--- config.mk ---
export PLATFORM = sky130hd
export DESIGN_NAME = clip_distortion_biquad_lowpass
export DESIGN_NICKNAME = d
export VERILOG_FILES = /design/src/rtl/cdbl_pkg.sv /design/src/rtl/clip_distortion_biquad_lowpass.sv /design/src/rtl/cdbl_sequencer.sv /design/src/rtl/cdbl_datapath.sv
export SDC_FILE = /design/constraint.sdc
export NUM_CORES = 2
export LEC_CHECK = 0
export ABC_AREA = 1
export BUFFER_PORTS_ARGS = -buffer_cell sky130_fd_sc_hd__buf_2
export CAP_MARGIN = 20
export CORE_MARGIN = 2
export CORE_UTILIZATION = 30
export DETAILED_ROUTE_END_ITERATION = 12
export PLACE_DENSITY_LB_ADDON = 0.12
export SETUP_SLACK_MARGIN = 0.4
export SLEW_MARGIN = 20
export SYNTH_ARGS = -nofsm -noshare
export SYNTH_HDL_FRONTEND = slang
export SYNTH_HIERARCHICAL = 1
export SYNTH_SLANG_ARGS = --single-unit
--- constraint.sdc ---
create_clock -name clk -period 8.7 [get_ports clk]
set_input_delay 1.305 -clock clk [delete_from_list [all_inputs] [get_ports clk]]
set_output_delay 1.305 -clock clk [all_outputs]
set_load 0.02 [all_outputs]
--- src/rtl/cdbl_pkg.sv ---
`timescale 1ns / 1ps

package cdbl_pkg;

    // Fixed field widths of the configuration registers
    localparam int GAIN_W       = 32;
    localparam int GAIN_FRAC    = 20;
    localparam int LIMIT_W      = 23;
    localparam int CFG_IDX_W    = 3;
    localparam int CFG_DATA_W   = 32;

    // Block-start threshold: clear output history when out1 * 2^16 < 2^(W-1)
    localparam int BLOCK_THR_SHIFT = 16;

    // Register reset values
    localparam logic [GAIN_W-1:0]  PRE_SCALE_RST  = 32'd134217728;
    localparam logic [LIMIT_W-1:0] CLIP_LIMIT_RST = 23'd1048576;

    typedef logic [CFG_IDX_W-1:0] cfg_idx_t;

    // Register indexes on the configuration port
    localparam cfg_idx_t REG_PRE_SCALE  = 3'd0;
    localparam cfg_idx_t REG_CLIP_LIMIT = 3'd1;
    localparam cfg_idx_t REG_FILTER_ON  = 3'd2;
    localparam cfg_idx_t REG_B_MID      = 3'd3;
    localparam cfg_idx_t REG_A_ONE      = 3'd4;
    localparam cfg_idx_t REG_A_TWO      = 3'd5;

    // Microprogram address
    localparam int STEP_W = 4;
    typedef logic [STEP_W-1:0] step_t;

    localparam step_t STEP_WAIT      = 4'd0;
    localparam step_t STEP_MUL_GAIN  = 4'd1;
    localparam step_t STEP_CLIP      = 4'd2;
    localparam step_t STEP_TAPS      = 4'd3;
    localparam step_t STEP_MUL_B     = 4'd4;
    localparam step_t STEP_MUL_A1    = 4'd5;
    localparam step_t STEP_MUL_A2    = 4'd6;
    localparam step_t STEP_ACC_LAST  = 4'd7;
    localparam step_t STEP_EMIT_FILT = 4'd8;
    localparam step_t STEP_EMIT_CLIP = 4'd9;

    // Multiplier operand select
    typedef enum logic [2:0] {
        MUL_NONE = 3'd0,
        MUL_GAIN = 3'd1,
        MUL_B    = 3'd2,
        MUL_A1   = 3'd3,
        MUL_A2   = 3'd4
    } mul_sel_t;

    // Accumulator operation
    typedef enum logic [1:0] {
        ACC_HOLD = 2'd0,
        ACC_LOAD = 2'd1,
        ACC_SUB2 = 2'd2
    } acc_op_t;

    // Datapath register operation
    typedef enum logic [2:0] {
        DP_NONE      = 3'd0,
        DP_TAKE      = 3'd1,
        DP_CLIP      = 3'd2,
        DP_TAPS      = 3'd3,
        DP_EMIT_FILT = 3'd4,
        DP_EMIT_CLIP = 3'd5
    } dp_op_t;

    // Sequencer branch kind
    typedef enum logic [1:0] {
        JMP_NEXT     = 2'd0,
        JMP_WAIT_IN  = 2'd1,
        JMP_IF_OFF   = 2'd2,
        JMP_WAIT_OUT = 2'd3
    } jump_t;

    typedef struct packed {
        mul_sel_t mul;
        acc_op_t  acc;
        dp_op_t   op;
        jump_t    jump;
        step_t    target;
    } ctrl_t;

    // Control word plus execute strobe, sequencer to datapath
    typedef struct packed {
        ctrl_t word;
        logic  go;
    } seq_t;

    // Microcode ROM
    function automatic ctrl_t ucode(input step_t s);
        ctrl_t w;
        w = '{mul: MUL_NONE, acc: ACC_HOLD, op: DP_NONE, jump: JMP_NEXT, target: STEP_WAIT};
        unique case (s)
            STEP_WAIT:
                w = '{mul: MUL_NONE, acc: ACC_HOLD, op: DP_TAKE,
                      jump: JMP_WAIT_IN, target: STEP_WAIT};
            STEP_MUL_GAIN:
                w = '{mul: MUL_GAIN, acc: ACC_HOLD, op: DP_NONE,
                      jump: JMP_NEXT, target: STEP_WAIT};
            STEP_CLIP:
                w = '{mul: MUL_NONE, acc: ACC_HOLD, op: DP_CLIP,
                      jump: JMP_IF_OFF, target: STEP_EMIT_CLIP};
            STEP_TAPS:
                w = '{mul: MUL_NONE, acc: ACC_HOLD, op: DP_TAPS,
                      jump: JMP_NEXT, target: STEP_WAIT};
            STEP_MUL_B:
                w = '{mul: MUL_B, acc: ACC_HOLD, op: DP_NONE,
                      jump: JMP_NEXT, target: STEP_WAIT};
            STEP_MUL_A1:
                w = '{mul: MUL_A1, acc: ACC_LOAD, op: DP_NONE,
                      jump: JMP_NEXT, target: STEP_WAIT};
            STEP_MUL_A2:
                w = '{mul: MUL_A2, acc: ACC_SUB2, op: DP_NONE,
                      jump: JMP_NEXT, target: STEP_WAIT};
            STEP_ACC_LAST:
                w = '{mul: MUL_NONE, acc: ACC_SUB2, op: DP_NONE,
                      jump: JMP_NEXT, target: STEP_WAIT};
            STEP_EMIT_FILT:
                w = '{mul: MUL_NONE, acc: ACC_HOLD, op: DP_EMIT_FILT,
                      jump: JMP_WAIT_OUT, target: STEP_WAIT};
            STEP_EMIT_CLIP:
                w = '{mul: MUL_NONE, acc: ACC_HOLD, op: DP_EMIT_CLIP,
                      jump: JMP_WAIT_OUT, target: STEP_WAIT};
            default:
                w = '{mul: MUL_NONE, acc: ACC_HOLD, op: DP_NONE,
                      jump: JMP_NEXT, target: STEP_WAIT};
        endcase
        return w;
    endfunction

endpackage

--- src/rtl/clip_distortion_biquad_lowpass.sv ---
// Channel   Handshake              Payload
// in        in_valid / in_ready    sample_in, block_start
// out       out_valid / out_ready  sample_out
// cfg       cfg_valid / cfg_ready  cfg_index, cfg_data
//
// A microprogram of ten steps runs one request through a single shared multiplier.
// With the filter on, a request runs the gain product, clip, tap sum, three filter products,
// accumulate and emit steps; with it off, it runs the gain product, clip and emit steps.
// The output register holds a result until taken; the emit step waits only when it is full.
// Reset clears the filter history and loads the register defaults; cfg_ready is always high.
`timescale 1ns / 1ps

module clip_distortion_biquad_lowpass #(
    parameter int SAMPLE_WIDTH = 24,
    parameter int COEF_WIDTH   = 24
) (
    input  logic                                   clk,
    input  logic                                   rst_n,
    input  logic                                   in_valid,
    output logic                                   in_ready,
    input  logic signed [SAMPLE_WIDTH-1:0]         sample_in,
    input  logic                                   block_start,
    output logic                                   out_valid,
    input  logic                                   out_ready,
    output logic signed [SAMPLE_WIDTH-1:0]         sample_out,
    input  logic                                   cfg_valid,
    output logic                                   cfg_ready,
    input  logic        [cdbl_pkg::CFG_IDX_W-1:0]  cfg_index,
    input  logic        [cdbl_pkg::CFG_DATA_W-1:0] cfg_data
);

    logic        [cdbl_pkg::GAIN_W-1:0]  pre_scale_reg;
    logic        [cdbl_pkg::LIMIT_W-1:0] clip_limit_reg;
    logic                                filter_on_reg;
    logic signed [COEF_WIDTH-1:0]        b_mid_reg;
    logic signed [COEF_WIDTH-1:0]        a_one_reg;
    logic signed [COEF_WIDTH-1:0]        a_two_reg;
    logic                                out_valid_reg;
    logic                                out_valid_next;
    logic                                out_free;
    logic                                emit_go;
    cdbl_pkg::seq_t                      seq;

    assign cfg_ready = 1'b1;

    // Write configuration registers
    always_ff @(posedge clk or negedge rst_n)
    begin
        if (!rst_n)
        begin
            pre_scale_reg  <= cdbl_pkg::PRE_SCALE_RST;
            clip_limit_reg <= cdbl_pkg::CLIP_LIMIT_RST;
            filter_on_reg  <= 1'b1;
            b_mid_reg      <= '0;
            a_one_reg      <= '0;
            a_two_reg      <= '0;
        end
        else if (cfg_valid && cfg_ready)
        begin
            unique case (cfg_index)
                cdbl_pkg::REG_PRE_SCALE:  pre_scale_reg  <= cfg_data[cdbl_pkg::GAIN_W-1:0];
                cdbl_pkg::REG_CLIP_LIMIT: clip_limit_reg <= cfg_data[cdbl_pkg::LIMIT_W-1:0];
                cdbl_pkg::REG_FILTER_ON:  filter_on_reg  <= cfg_data[0];
                cdbl_pkg::REG_B_MID:      b_mid_reg      <= $signed(cfg_data[COEF_WIDTH-1:0]);
                cdbl_pkg::REG_A_ONE:      a_one_reg      <= $signed(cfg_data[COEF_WIDTH-1:0]);
                cdbl_pkg::REG_A_TWO:      a_two_reg      <= $signed(cfg_data[COEF_WIDTH-1:0]);
                default:                  ;
            endcase
        end
    end

    // Sequence the control words
    cdbl_sequencer u_seq (
        .clk       (clk),
        .rst_n     (rst_n),
        .in_valid  (in_valid),
        .out_free  (out_free),
        .filter_on (filter_on_reg),
        .seq       (seq)
    );

    // Run the arithmetic
    cdbl_datapath #(
        .SAMPLE_WIDTH (SAMPLE_WIDTH),
        .COEF_WIDTH   (COEF_WIDTH)
    ) u_dp (
        .clk         (clk),
        .rst_n       (rst_n),
        .seq         (seq),
        .sample_in   (sample_in),
        .block_start (block_start),
        .pre_scale   (pre_scale_reg),
        .clip_limit  (clip_limit_reg),
        .b_mid_coef  (b_mid_reg),
        .a_one_coef  (a_one_reg),
        .a_two_coef  (a_two_reg),
        .sample_out  (sample_out)
    );

    assign in_ready = (seq.word.jump == cdbl_pkg::JMP_WAIT_IN);
    assign emit_go  = seq.go && (seq.word.op == cdbl_pkg::DP_EMIT_FILT ||
                                 seq.word.op == cdbl_pkg::DP_EMIT_CLIP);
    assign out_free = !out_valid_reg || out_ready;

    // Hold the result until the output request is taken
    always_comb
    begin
        priority if (emit_go)
            out_valid_next = 1'b1;
        else if (out_ready)
            out_valid_next = 1'b0;
        else
            out_valid_next = out_valid_reg;
    end

    always_ff @(posedge clk or negedge rst_n)
    begin
        if (!rst_n)
        begin
            out_valid_reg <= 1'b0;
        end
        else
        begin
            out_valid_reg <= out_valid_next;
        end
    end

    assign out_valid = out_valid_reg;

    // One request at a time: an accepted request drops ready in the next cycle
    a_busy_after_accept: assert property (@(posedge clk) disable iff (!rst_n)
        (in_valid && in_ready) |=> !in_ready)
        else $error("in_ready stayed high after an accepted request");

    // A new result only comes from an emit step
    a_valid_from_emit: assert property (@(posedge clk) disable iff (!rst_n)
        $rose(out_valid) |-> $past(emit_go))
        else $error("out_valid rose without an emit step");

    // Accepting and emitting never coincide
    a_no_accept_on_emit: assert property (@(posedge clk) disable iff (!rst_n)
        !(in_valid && in_ready && emit_go))
        else $error("request accepted during an emit step");

endmodule

--- src/rtl/cdbl_sequencer.sv ---
`timescale 1ns / 1ps

module cdbl_sequencer (
    input  logic          clk,
    input  logic          rst_n,
    input  logic          in_valid,
    input  logic          out_free,
    input  logic          filter_on,
    output cdbl_pkg::seq_t seq
);

    cdbl_pkg::step_t step_reg;
    cdbl_pkg::step_t step_next;
    cdbl_pkg::ctrl_t word;
    logic            go;

    // Fetch the control word
    assign word = cdbl_pkg::ucode(step_reg);

    // Stall on the wait steps until the handshake side is ready
    always_comb
    begin
        unique case (word.jump)
            cdbl_pkg::JMP_WAIT_IN:  go = in_valid;
            cdbl_pkg::JMP_WAIT_OUT: go = out_free;
            cdbl_pkg::JMP_NEXT,
            cdbl_pkg::JMP_IF_OFF:   go = 1'b1;
            default:                go = 1'b0;
        endcase
    end

    // Select the next step
    always_comb
    begin
        step_next = step_reg;
        if (go)
        begin
            unique case (word.jump)
                cdbl_pkg::JMP_NEXT,
                cdbl_pkg::JMP_WAIT_IN:  step_next = step_reg + 1'b1;
                cdbl_pkg::JMP_IF_OFF:   step_next = filter_on ? step_reg + 1'b1 : word.target;
                cdbl_pkg::JMP_WAIT_OUT: step_next = word.target;
                default:                step_next = cdbl_pkg::STEP_WAIT;
            endcase
        end
    end

    // Advance the step counter
    always_ff @(posedge clk or negedge rst_n)
    begin
        if (!rst_n)
        begin
            step_reg <= cdbl_pkg::STEP_WAIT;
        end
        else
        begin
            step_reg <= step_next;
        end
    end

    assign seq.word = word;
    assign seq.go   = go;

endmodule

--- src/rtl/cdbl_datapath.sv ---
`timescale 1ns / 1ps

module cdbl_datapath #(
    parameter int SAMPLE_WIDTH = 24,
    parameter int COEF_WIDTH   = 24
) (
    input  logic                               clk,
    input  logic                               rst_n,
    input  cdbl_pkg::seq_t                     seq,
    input  logic signed [SAMPLE_WIDTH-1:0]     sample_in,
    input  logic                               block_start,
    input  logic        [cdbl_pkg::GAIN_W-1:0] pre_scale,
    input  logic       [cdbl_pkg::LIMIT_W-1:0] clip_limit,
    input  logic signed [COEF_WIDTH-1:0]       b_mid_coef,
    input  logic signed [COEF_WIDTH-1:0]       a_one_coef,
    input  logic signed [COEF_WIDTH-1:0]       a_two_coef,
    output logic signed [SAMPLE_WIDTH-1:0]     sample_out
);

    // Multiplier operand, product, tap sum, accumulator and threshold widths
    localparam int MA = (COEF_WIDTH > cdbl_pkg::GAIN_W) ? COEF_WIDTH : cdbl_pkg::GAIN_W + 1;
    localparam int TW = SAMPLE_WIDTH + 2;
    localparam int MB = TW;
    localparam int PW = MA + MB;
    localparam int AW = PW + 2;
    localparam int BW = SAMPLE_WIDTH + cdbl_pkg::BLOCK_THR_SHIFT;

    localparam logic signed [PW-1:0] GAIN_RND = PW'(1) << (cdbl_pkg::GAIN_FRAC - 1);
    localparam logic signed [PW-1:0] SMAX_P   = PW'({1'b0, {(SAMPLE_WIDTH-1){1'b1}}});
    localparam logic signed [AW-1:0] SMAX_A   = AW'({1'b0, {(SAMPLE_WIDTH-1){1'b1}}});
    localparam logic signed [AW-1:0] SMIN_A   = -SMAX_A - AW'(1);
    localparam logic signed [AW-1:0] ACC_RND  = AW'(1) << (COEF_WIDTH - 2);
    localparam logic signed [BW-1:0] BLK_THR  = BW'(1) << (SAMPLE_WIDTH - 1);

    logic signed [SAMPLE_WIDTH-1:0] x_reg;
    logic signed [SAMPLE_WIDTH-1:0] v_reg;
    logic signed [TW-1:0]           taps_reg;
    logic signed [PW-1:0]           prod_reg;
    logic signed [AW-1:0]           acc_reg;
    logic signed [SAMPLE_WIDTH-1:0] sample_out_reg;
    logic signed [SAMPLE_WIDTH-1:0] in1_reg;
    logic signed [SAMPLE_WIDTH-1:0] in2_reg;
    logic signed [SAMPLE_WIDTH-1:0] out1_reg;
    logic signed [SAMPLE_WIDTH-1:0] out2_reg;

    logic signed [MA-1:0]           mul_a;
    logic signed [MB-1:0]           mul_b;
    logic signed [PW-1:0]           prod_next;
    logic signed [PW-1:0]           scaled;
    logic signed [PW-1:0]           lim_w;
    logic signed [PW-1:0]           clipped;
    logic signed [TW-1:0]           taps_next;
    logic signed [AW-1:0]           acc_next;
    logic signed [AW-1:0]           y_full;
    logic signed [SAMPLE_WIDTH-1:0] y_sat;
    logic signed [BW-1:0]           out1_scaled;
    logic                           quiet;

    // Select multiplier operands
    always_comb
    begin
        unique case (seq.word.mul)
            cdbl_pkg::MUL_GAIN:
            begin
                mul_a = MA'($signed({1'b0, pre_scale}));
                mul_b = MB'(x_reg);
            end
            cdbl_pkg::MUL_B:
            begin
                mul_a = MA'(b_mid_coef);
                mul_b = taps_reg;
            end
            cdbl_pkg::MUL_A1:
            begin
                mul_a = MA'(a_one_coef);
                mul_b = MB'(out1_reg);
            end
            cdbl_pkg::MUL_A2:
            begin
                mul_a = MA'(a_two_coef);
                mul_b = MB'(out2_reg);
            end
            default:
            begin
                mul_a = '0;
                mul_b = '0;
            end
        endcase
    end

    assign prod_next = PW'(mul_a) * PW'(mul_b);

    // Round the gained sample and clamp it to the clip level
    assign scaled = (prod_reg + GAIN_RND) >>> cdbl_pkg::GAIN_FRAC;
    assign lim_w  = ($signed(PW'(clip_limit)) > SMAX_P) ? SMAX_P : $signed(PW'(clip_limit));

    always_comb
    begin
        priority if (scaled > lim_w)
            clipped = lim_w;
        else if (scaled < -lim_w)
            clipped = -lim_w;
        else
            clipped = scaled;
    end

    // Sum the feedforward taps: v + 2*in1 + in2
    assign taps_next = TW'(v_reg) + (TW'(in1_reg) <<< 1) + TW'(in2_reg);

    // Accumulate the products
    always_comb
    begin
        unique case (seq.word.acc)
            cdbl_pkg::ACC_LOAD: acc_next = AW'(prod_reg) + ACC_RND;
            cdbl_pkg::ACC_SUB2: acc_next = acc_reg - (AW'(prod_reg) <<< 1);
            default:            acc_next = acc_reg;
        endcase
    end

    // Scale and saturate the filter output
    assign y_full = acc_reg >>> (COEF_WIDTH - 1);

    always_comb
    begin
        priority if (y_full > SMAX_A)
            y_sat = SMAX_A[SAMPLE_WIDTH-1:0];
        else if (y_full < SMIN_A)
            y_sat = SMIN_A[SAMPLE_WIDTH-1:0];
        else
            y_sat = y_full[SAMPLE_WIDTH-1:0];
    end

    // Check the last output against the block-start threshold
    assign out1_scaled = $signed({out1_reg, {cdbl_pkg::BLOCK_THR_SHIFT{1'b0}}});
    assign quiet       = out1_scaled < BLK_THR;

    // Hold the working registers
    always_ff @(posedge clk)
    begin
        if (seq.go)
        begin
            if (seq.word.op == cdbl_pkg::DP_TAKE)
                x_reg <= sample_in;
            if (seq.word.mul != cdbl_pkg::MUL_NONE)
                prod_reg <= prod_next;
            if (seq.word.op == cdbl_pkg::DP_CLIP)
                v_reg <= clipped[SAMPLE_WIDTH-1:0];
            if (seq.word.op == cdbl_pkg::DP_TAPS)
                taps_reg <= taps_next;
            acc_reg <= acc_next;
            if (seq.word.op == cdbl_pkg::DP_EMIT_FILT)
                sample_out_reg <= y_sat;
            else if (seq.word.op == cdbl_pkg::DP_EMIT_CLIP)
                sample_out_reg <= v_reg;
        end
    end

    // Update the filter history
    always_ff @(posedge clk or negedge rst_n)
    begin
        if (!rst_n)
        begin
            in1_reg  <= '0;
            in2_reg  <= '0;
            out1_reg <= '0;
            out2_reg <= '0;
        end
        else if (seq.go)
        begin
            if (seq.word.op == cdbl_pkg::DP_TAKE && block_start && quiet)
            begin
                out1_reg <= '0;
                out2_reg <= '0;
            end
            else if (seq.word.op == cdbl_pkg::DP_EMIT_FILT)
            begin
                in2_reg  <= in1_reg;
                in1_reg  <= v_reg;
                out2_reg <= out1_reg;
                out1_reg <= y_sat;
            end
        end
    end

    assign sample_out = sample_out_reg;

endmodule
After elaboration in Yosys (flattened, before gate mapping)
Memory sizes are Yosys's and may differ from the RTL's. Index checks and enable logic that the tools add are counted.

Bitwise operators: 1. Multiplexer cells: 18. Add/sub/neg operators: 7. Magnitude comparators: 5. Equal/unequal tests: 19. Reductions and logical operators: 29. Multipliers: 1.

Operators by type and width (number): $mux 24 (9); $pmux 33 s4 (1); $pmux 61 s2 (1); $pmux 26 s4 (1); $sub 61x60->61 (1); $add 59x24->60 const B (1); $add 59x21->59 const B (1); $lt 39x59->1 (1); $mul 33x26->59 (1); $neg 23->59 (1); $lt 40x25->1 const B (1); $gt 39x24->1 (1); $gt 38x24->1 const B (1); $lt 38x24->1 const B (1); $add 24x25->26 (1); $add 26x24->26 (1); $reduce_and 2->1 (13); $mux 23 (1); $eq 3x2->1 const B (6); $eq 3x3->1 const B (5); $pmux 4 s3 (1); $eq 3x1->1 const B (3); $reduce_bool 2->1 (4); $eq 2x2->1 const B (3); 14 further kinds (20).

Memories kept: 1. Output and inout port bits: 27. ROM bits: 192. Word-level logic and storage cells: 100. Input port bits: 65. Register bits after elaboration: 447.

Memory list: (name not given) (depth 16, bits a word 12, read ports 1, clocked after Yosys merged registers in 0, write ports 0, line cdbl_pkg.sv:96) `unique case (s)`.

Logic depth before layout (Yosys ltp)
An unclocked memory read counts as a cell.

Depth in word-level cells: 6. Gate-level depth with buffers: 42. Depth with buffers taken out: 40.

By module
Netlist, hierarchy kept.

Modules (own cells, without submodules): cdbl_datapath (times used 1, sequential area each 8918.6 um^2, cells each 6472, area each 52833.2 um^2); clip_distortion_biquad_lowpass (times used 1, sequential area each 3231.8 um^2, cells each 574, area each 5069.9 um^2); cdbl_sequencer (times used 1, sequential area each 100.1 um^2, cells each 78, area each 560.5 um^2).

Worst setup path after synthesis
Ideal clock, no wire load.

Path type: register to register. From: register u_seq.step_reg[0]. To: register u_dp.prod_reg[54], data pin. Required time: 8.435 ns. Setup time: 0.265 ns. Slack: 0.183 ns. Clock period less this slack: 8.517 ns. Arrival: 8.252 ns. Stages on the path, launching flop included: 35. Cell sequence: dfrtp_1 inv_1 ha_1 inv_1 nor2_1 buf_2 nor3_1 inv_1 buf_2 o22ai_1 nor2_1 buf_2 buf_1 nor2_1 fa_1 inv_1 fa_1 fa_1 inv_1 fa_1 inv_1 fa_1 inv_1 fa_1 inv_1 fa_1 inv_1 ha_1 nand2_1 nor2_1 inv_1 nor4_1 nand2_1 o211ai_1 xor2_1.

RTL lines: from (decl) (line cdbl_sequencer.sv:12) `cdbl_pkg::step_t step_reg;`; from (signal assigned) (line cdbl_sequencer.sv:53) `step_reg <= cdbl_pkg::STEP_WAIT;`; from (signal assigned) (line cdbl_sequencer.sv:57) `step_reg <= step_next;`; to (signal assigned) (line cdbl_datapath.sv:145) `prod_reg <= prod_next;`; to (decl) (line cdbl_datapath.sv:38) `logic signed [PW-1:0] prod_reg;`.

==> qor.yml <==
wl_per_cell_um: 23.7
clk_path_buf_depth: 3
rows: 161
max-vdd-ir-drop_mv: 0.275
p_leak_nw: 34.3
drv_slew: 0
place_area_mm2: 0.0656
seqPwrFrac: 0.153
routed_wl_mm: 242
root_buffer: "clkbuf_16"
final_area_mm2: 0.0710
grt_max_degree: 156
p_clk_frac: 0.086
fin_nets: 8934
grt_pass1_vias: 52544
maxCapViolCount: 0
comb_power_share: 0.761
tightest_slew_ns: 1.10
min_period_ns: 8.32
grt-ovfl-total: 0
worst_path_largest_cell_delay_ns: 0.60
crit_slowest_cell: "fa_2"
avgSynthCellArea_um2: 8.21
setup_violations: 0
critPathLaunchType: "flip-flop"
clk_pin_slew_ns: 0.06
finalCritPeriodShare: 0.956
rsz0062_at_grt: "yes"
min_path_type: "flip-flop to flip-flop"
p_int_mw: 13.3
syn_area_mm2: 0.0584
max_freq_mhz: 120
antenna_found_initial: 5
coreArea_mm2: 0.193
reg2reg_setup_slack_ns: 0.38
via_count: 50189
crit_required_ns: 9.13
p_sw_frac: 0.534
dpl.hpwl_mm: 197
hold_violations: 0
largest_reg_flops: 60
power_switching_mw: 15.2
die_w_um: 445
final_util: 0.368
end_kind: "flip-flop"
synthCells: 7120
area_delta_synth_final_pct: 21.5
port_buffers: 90
clk_latency_ns: 0.74
vias_per_cell: 4.92
cts_buffers: 57
track_usage: 0.244
powerDensity_mw_per_mm2: 402
grt_pass1_wl_mm: 356
slew_headroom: 0.258
crit_top_cell: "fa_1"
ios: 92
dieArea_mm2: 0.198
cts_tree: "built"
drtIter0Drc: 3987
crit_type: "flip-flop to flip-flop"
holdBufCountCts: 0
clock-sinks: 446
status: "complete, no violations"
fin_skew_ns: 0.0684
die_y_um: 445
critPathMaxFanout: 15
drtPass1Iterations: 6
drive_above_1_share: 0.155
finalSetupTns_ns: 0
htreeDepth: 2
drcViolationCount: 0
yosysWarnings: 6
worst_ep_arrival_time_ns: 8.74
ant_nets: 0
start_util: 0.303
synth_fp_nets: 8419
gp_congestion: 0.944
[layout by cell type, fill, tap and decap left out, types with 19 or more instances in the layout]
cell,instances
clkbuf_16,62
buf_2,89
nand2_2,25
buf_4,459
a22o_1,45
nand4_1,75
o21bai_1,19
a31oi_1,32
nor2_4,25
nor2_1,741
xnor2_1,54
clkinvlp_4,19
o21ai_0,241
ha_4,33
buf_12,87
nor2_2,47
a21o_1,23
buf_6,57
o22ai_1,49
xor2_1,118
ha_1,292
inv_2,44
nand3_1,229
inv_1,1347
nand3b_1,27
edfxtp_1,217
a21oi_1,209
dfrtp_1,225
fa_2,40
nor3_1,46
nand2_1,1546
a21oi_2,24
fa_1,864
[stage by stage]
stage               std cells  hold WS, ns  setup WS (ns)  power (mW)
floorplan                7120        0.442          0.424        14.7
global placement         9970        0.455         -0.251        23.8
detailed placement       9970        0.459         -0.298        23.7
CTS                     10150        0.474          0.331        27.6
global route            10210        0.486         0.0775        30.8
finish                  10211        0.472          0.383        28.5
[power groups by stage]
stage	clock network, mW	logic [mW]	registers (mW)
floorplan	0	10.8	3.91
global placement	0	19.4	4.38
detailed placement	0	19.4	4.37
CTS	2.52	20.7	4.35
global route	2.60	23.8	4.41
finish	2.46	21.7	4.36
[path summary, 6_finish.rpt]
| check | start | to | cells after the start |
|---|---|---|---|
| setup / recovery | u_seq/step_reg[0]$_DFFE_PN0P_ | u_dp/prod_reg[56]$_DFFE_PP_ | 37 |
| hold / removal | a_one_reg[21]$_DFFE_PN0P_ | a_one_reg[21]$_DFFE_PN0P_ | 2 |
| setup reg to reg | u_seq/step_reg[0]$_DFFE_PN0P_ | u_dp/prod_reg[56]$_DFFE_PP_ | 37 |
| hold reg to reg | a_one_reg[21]$_DFFE_PN0P_ | a_one_reg[21]$_DFFE_PN0P_ | 2 |
| max in group asynchronous | rst_n | pre_scale_reg[23]$_DFFE_PN0P_ | 2 |
| min in group asynchronous | rst_n | u_dp/in2_reg[12]$_DFFE_PN0P_ | 1 |
[metal layers]
layer	wire, µm	up-vias	global-route usage
met5	13	-	0
met4	8470	2	0.0779
met3	13300	286	0.0249
met2	112000	1485	0.402
met1	108000	25457	0.337
li1	-	22959	-
[worst max-delay path: cells and delay by family, from the launching register on]
| family | cells | cell delay [ns] |
|---|---|---|
| compound gates | 2 | 0.21 |
| xor+xnor | 1 | 0.16 |
| fa+ha+maj | 9 | 4.11 |
| buf+inv | 17 | 1.98 |
| flops | 1 | 0.40 |
| simple gates | 8 | 1.12 |
[area by class of cell]
type	count	area [µm²]
diodes	2	5.00
clock buffers	77	1560
clock inverters	30	367
fillers	20207	122000
inverters	1419	5420
multi-input cells	5004	41600
flip-flops and latches	446	12300
well taps	2526	3160
repair buffers	707	6600
[what timing repair did]
action / 4_1_cts / 5_1_grt
cloned: 4 / 5
pin swaps: 53 / 97
setup buffers: 69 / 54
gates resized for setup: 238 / 251
endpoints found under the setup margin: 40 / 39
Power figures use the tool's default switching activity.
